===== src/rtl/bap_pkg.sv =====
// Shared constants, types and arithmetic helpers of the binomial option pricer.
package bap_pkg;

    // Number of tree periods; the cell row holds one cell per leaf.
    localparam int STEPS = 3;
    localparam int CELLS = STEPS + 1;
    localparam int LVL_W = $clog2(STEPS + 1);

    localparam logic [LVL_W-1:0] LAST_IDX = LVL_W'(STEPS);
    localparam logic [LVL_W-1:0] LVL_ZERO = LVL_W'(0);
    localparam logic [LVL_W-1:0] LVL_ONE  = LVL_W'(1);

    // Configuration register indexes.
    localparam int CFG_IDX_W = 8;
    localparam logic [CFG_IDX_W-1:0] CFG_UP_FACTOR     = CFG_IDX_W'(0);
    localparam logic [CFG_IDX_W-1:0] CFG_DOWN_FACTOR   = CFG_IDX_W'(1);
    localparam logic [CFG_IDX_W-1:0] CFG_UP_PROBABILITY = CFG_IDX_W'(2);
    localparam logic [CFG_IDX_W-1:0] CFG_STEP_DISCOUNT = CFG_IDX_W'(3);

    localparam logic [30:0] Q30_ONE = 31'h4000_0000;
    localparam logic [31:0] MAX32   = 32'hFFFF_FFFF;

    localparam logic [31:0] UP_FACTOR_RST   = 32'h1000_0000;
    localparam logic [30:0] DOWN_FACTOR_RST = 31'h4000_0000;
    localparam logic [30:0] UP_PROB_RST     = 31'h2000_0000;
    localparam logic [30:0] DISCOUNT_RST    = 31'h4000_0000;

    // Operation that the sequencer broadcasts to every cell.
    typedef enum logic [2:0] {
        OP_IDLE,
        OP_DCHAIN,
        OP_LOAD,
        OP_SUM,
        OP_UP,
        OP_LEAF,
        OP_DISC
    } cell_op_t;

    typedef struct packed {
        cell_op_t          op;
        logic [LVL_W-1:0]  level;
        logic [LVL_W-1:0]  iter;
    } ctrl_t;

    // Rounds a Q16.16 times factor product half up and saturates it to 32 bits.
    // Bit 32 of the result is the saturation flag.
    function automatic logic [32:0] round_sat(input logic [63:0] prod, input logic frac28);
        logic [63:0] r;
        logic [32:0] res;
        if (frac28)
            r = (prod + 64'h0000_0000_0800_0000) >> 28;
        else
            r = (prod + 64'h0000_0000_2000_0000) >> 30;
        if (r[63:32] != 32'd0)
            res = {1'b1, MAX32};
        else
            res = {1'b0, r[31:0]};
        return res;
    endfunction

    function automatic logic [31:0] intrinsic(input logic [31:0] price,
                                              input logic [31:0] strike,
                                              input logic        call);
        logic [31:0] res;
        if (call)
            res = (price > strike) ? price - strike : 32'd0;
        else
            res = (strike > price) ? strike - price : 32'd0;
        return res;
    endfunction

endpackage


===== src/rtl/bap_seq.sv =====
// Sequencer that walks the cell row through price chains and backward induction.
module bap_seq (
    input  logic           clk,
    input  logic           rst_n,
    input  logic           start,
    input  logic           out_free,
    output bap_pkg::ctrl_t ctrl,
    output logic           idle,
    output logic           done
);

    typedef enum logic [2:0] {
        S_IDLE,
        S_DCHAIN,
        S_LOAD,
        S_SUM,
        S_UP,
        S_FIN,
        S_DONE
    } state_t;

    state_t                     state_reg;
    logic [bap_pkg::LVL_W-1:0]  level_reg;
    logic [bap_pkg::LVL_W-1:0]  iter_reg;

    always_ff @(posedge clk or negedge rst_n)
    begin
        if (!rst_n)
        begin
            state_reg <= S_IDLE;
            level_reg <= bap_pkg::LAST_IDX;
            iter_reg  <= bap_pkg::LVL_ZERO;
        end
        else
        begin
            case (state_reg)
                S_IDLE:
                begin
                    if (start)
                    begin
                        state_reg <= S_DCHAIN;
                        level_reg <= bap_pkg::LAST_IDX;
                        iter_reg  <= bap_pkg::LVL_ZERO;
                    end
                end
                S_DCHAIN:
                begin
                    if (iter_reg == bap_pkg::LAST_IDX)
                        state_reg <= S_LOAD;
                    else
                        iter_reg <= iter_reg + bap_pkg::LVL_ONE;
                end
                S_LOAD:
                begin
                    state_reg <= S_SUM;
                end
                S_SUM:
                begin
                    iter_reg <= bap_pkg::LVL_ONE;
                    if (level_reg == bap_pkg::LVL_ZERO)
                        state_reg <= S_FIN;
                    else
                        state_reg <= S_UP;
                end
                S_UP:
                begin
                    if (iter_reg == level_reg)
                        state_reg <= S_FIN;
                    else
                        iter_reg <= iter_reg + bap_pkg::LVL_ONE;
                end
                S_FIN:
                begin
                    if (level_reg == bap_pkg::LVL_ZERO)
                        state_reg <= S_DONE;
                    else
                    begin
                        level_reg <= level_reg - bap_pkg::LVL_ONE;
                        state_reg <= S_LOAD;
                    end
                end
                S_DONE:
                begin
                    if (out_free)
                        state_reg <= S_IDLE;
                end
                default:
                begin
                    state_reg <= S_IDLE;
                end
            endcase
        end
    end

    always_comb
    begin
        ctrl.level = level_reg;
        ctrl.iter  = iter_reg;
        case (state_reg)
            S_DCHAIN: ctrl.op = bap_pkg::OP_DCHAIN;
            S_LOAD:   ctrl.op = bap_pkg::OP_LOAD;
            S_SUM:    ctrl.op = bap_pkg::OP_SUM;
            S_UP:     ctrl.op = bap_pkg::OP_UP;
            S_FIN:    ctrl.op = (level_reg == bap_pkg::LAST_IDX) ? bap_pkg::OP_LEAF
                                                                 : bap_pkg::OP_DISC;
            default:  ctrl.op = bap_pkg::OP_IDLE;
        endcase
    end

    assign idle = state_reg == S_IDLE;
    assign done = state_reg == S_DONE;

endmodule


===== config.mk =====
export PLATFORM = sky130hd
export DESIGN_NAME = bap_seq
export DESIGN_NICKNAME = d
export VERILOG_FILES = /design/src/rtl/bap_pkg.sv /design/src/rtl/bap_seq.sv
export SDC_FILE = /design/constraint.sdc
export NUM_CORES = 1
export LEC_CHECK = 0
export BUFFER_PORTS_ARGS = -buffer_cell sky130_fd_sc_hd__buf_4
export CORE_AREA = 2 2 39 41
export DETAILED_ROUTE_END_ITERATION = 12
export DIE_AREA = 0 0 41 43
export GPL_TIMING_DRIVEN = 1
export PLACE_DENSITY = 0.66
export SLEW_MARGIN = 5
export SYNTH_ARGS = -nofsm -noshare
export SYNTH_HDL_FRONTEND = slang
export SYNTH_SLANG_ARGS = --single-unit

===== constraint.sdc =====
create_clock -name clk -period 2.15 [get_ports clk]
set_input_delay 0.215 -clock clk [delete_from_list [all_inputs] [get_ports clk]]
set_output_delay 0.215 -clock clk [all_outputs]
set_load 0.1 [all_outputs]

==> metrics.md <==
| Metric | Value |
|---|---|
| Sequential element share of the synthesized area | `0.306` |
| Time the worst path needs with I/O delays and setup | `~1.9 ns` |
| Drt wl/cell | `13.1 um` |
| CTS buffer count | `3` |
| Vias in the first global route | `roughly 460` |
| Fin nets | `88` |
| Final cycle utilization of the critical path | `0.875` |
| Setup CP Type | `reg2out` |
| Final weighted congestion in routability-driven placement | `0.807` |
| Number of register bits inferred by synthesis | `7` |
| Area of the die | `0.00176 sq mm` |
| Normalized max-slew margin | `0.653` |
| Pin count of the biggest net entering global routing | `19` |
| Final setup violating endpoints | `0` |
| Top library cells by usage in the layout, fill and taps aside | `13 x sky130_fd_sc_hd__buf_4, 5 x sky130_fd_sc_hd__dfrtp_1, 4 x sky130_fd_sc_hd__nand2_1, 4 x sky130_fd_sc_hd__nor2b_1` |
| Ys async rst share | `1.00` |
| Count of flip-flops with a built-in enable after synthesis | `0` |
| Area after DPL | `708 sq um` |
| Path category of the worst min-delay check | `in2reg` |
| Number of detailed-routing iterations run before antenna repair | `4` |
| Post-Synthesis Cell Area | `581 sq um` |
| Maximum buffer depth of the clock tree | `2` |
| Total congestion overflow | `0` |
| Arrival @ worst endpoint | `1.67 ns` |
| Effective utilization at floorplan | `0.420` |
| Reg clk slew, reported paths | `0.06 ns` |
| Count of pins over their slew limit | `0` |
| Total number of yosys warnings | `0` |
| Unique cell type count in the Yosys netlist | `33` |
| Total number of placement rows | `14` |
| Core outline area | `0.00138 sq mm` |
| Maximum level of the CTS H-tree | `1` |
| TritonCTS clock tree | `built` |
| Type of origin of the critical path | `flop` |
| Clock sinks | `7` |
| Cells resized by post-CTS repair | `0` |
| Proportion of layout cells with a drive suffix above 1 | `0.313` |
| Overall track demand over capacity in global routing | `0.170` |
| Final Hold Fails | `0` |
| Number of antenna violations at the first check in global routing | `0` |
| Peak Freq | `approximately 530 MHz` |
| Total routed wirelength | `1250 um` |
| HPWL reported at the end of detailed placement | `approximately 940 um` |
| Unrepaired setup endpoints after global routing | `false` |
| Number of design rule violations left after detail routing | `0` |
| Root Buffer | `sky130_fd_sc_hd__clkbuf_4` |
| Routed via count divided by cell count | `~5.5` |
| Chip Width | `41 um` |
| Most common cell after layout, fill and taps aside | `sky130_fd_sc_hd__buf_4` |
| Synthesized Nets | `between 70 and 80` |
| Port Buffers | `12` |
| Average instance area after synthesis | `8.80 sq um` |
| Post-route clock skew | `0.00641 ns` |
| Synthesis-to-layout area growth | `28.2%` |
| Max reg flops | `3` |
| Setup tns final | `0 ns` |
| Most frequently used flop master after synthesis | `sky130_fd_sc_hd__dfrtp_1` |
| DRT antenna net count | `0` |
| I/O Pins | `13` |
| Post-synthesis instance total | `66` |
| Max_cap viols | `0` |
| Required time worst endpoint | `1.93 ns` |
| Wire length of the first global-routing pass | `2000 um` |
| Max Fanout on Critical Path | `12` |
| Antenna cells | `0` |
| Pin slew with the least headroom to its limit | `~0.52 ns` |
| Clock latency reported for the late side of the worst-skew pair | `0.26 ns` |
| Via count | `531` |
| Type of destination of the critical path | `output port` |
| Result of the run | `finished, final reports clean` |
| Finished Cell Area | `744 sq um` |
| Vert. Die Dim | `43 um` |
| Violation count after the first detailed-routing iteration | `12` |
==> cells in the mapped netlist, drive strengths merged (2+ instances only) <==
cell type / number / area, sq um
inv: 4 / 15.0
or3b: 2 / 17.5
mux2: 3 / 33.8
a21oi: 4 / 23.8
o21ai: 2 / 10.0
nor2b: 5 / 31.3
o22ai: 2 / 12.5
buf: 3 / 21.3
nor3: 2 / 10.0
nor2: 3 / 11.3
o221ai: 3 / 26.3
nand3: 3 / 15.0
xor2: 2 / 17.5
nand2: 4 / 15.0
ha: 3 / 37.5
o211ai: 2 / 15.0
dfstp: 2 / 52.6
or2: 2 / 12.5
dfrtp: 5 / 125
==> cell families (layout without fill, tap and decap cells) <==
kind of cell,Yosys count,after routing,synth area share
fa+ha+maj,3,3,0.0647
flops,7,7,0.306
mux,3,3,0.0582
buf+inv,8,22,0.0690
compound gates,18,18,0.231
simple gates,25,25,0.241
xor+xnor,2,2,0.0302
==> per-layer routing <==
metal | global-route usage | vias up | part of all wire | wire length [um]
met3 | 0.0209 | 5 | 0.039 | 49
met5 | 0 | - | 0 | 0
li1 | - | 274 | - | -
met2 | 0.222 | 13 | 0.43 | 541
met1 | 0.242 | 239 | 0.50 | 631
met4 | 0.133 | 0 | 0.025 | 31
==> worst paths after layout <==
path	end	from	cells past startpoint	slack [ns]
max	ctrl[5]	state_reg[2]	4	0.27
min	state_reg[1]	out_free	4	0.26
max reg2reg	level_reg[0]	level_reg[0]	5	0.50
min reg2reg	level_reg[0]	level_reg[0]	2	0.63
max in group asynchronous	level_reg[0]	rst_n	2	1.63
min in group asynchronous	state_reg[1]	rst_n	2	0.31
==> through the flow <==
| stage | hold slack (ns) | setup WS (ns) | util | cells |
|---|---|---|---|---|
| floorplan | -0.0806 | 0.0737 | - | 66 |
| global placement | 0.0375 | 0.509 | 0.512 | 91 |
| detailed placement | 0.0347 | 0.496 | 0.512 | 91 |
| CTS | 0.257 | 0.262 | 0.538 | 96 |
| global route | 0.272 | 0.152 | 0.538 | 96 |
| finish | 0.255 | 0.268 | 0.538 | 96 |
==> worst max-delay path, cell delays in order (launching register included) <==
cell and delay [ns]:
sky130_fd_sc_hd__dfrtp_1 0.61, sky130_fd_sc_hd__nor2b_4 0.25, sky130_fd_sc_hd__nand2_1 0.10, sky130_fd_sc_hd__o22ai_4 0.14, sky130_fd_sc_hd__buf_4 0.31
==> repair_timing <==
action | in CTS | in global routing
hold buffers | 1 | 0
buffers inserted | 0 | 0
hold endpoints to repair | 7 | 0
==> layout make-up <==
class | count | area, sq um
fill | 134 | 639
multi-input combinational | 51 | 398
sequential | 7 | 178
timing repair buffer | 14 | 108
tap | 16 | 20.0
inverter | 4 | 15.0
clock buffer | 4 | 26.3
Power is not shown: default switching activity piles up to over one toggle a cycle in this logic, so the estimate is an artifact.
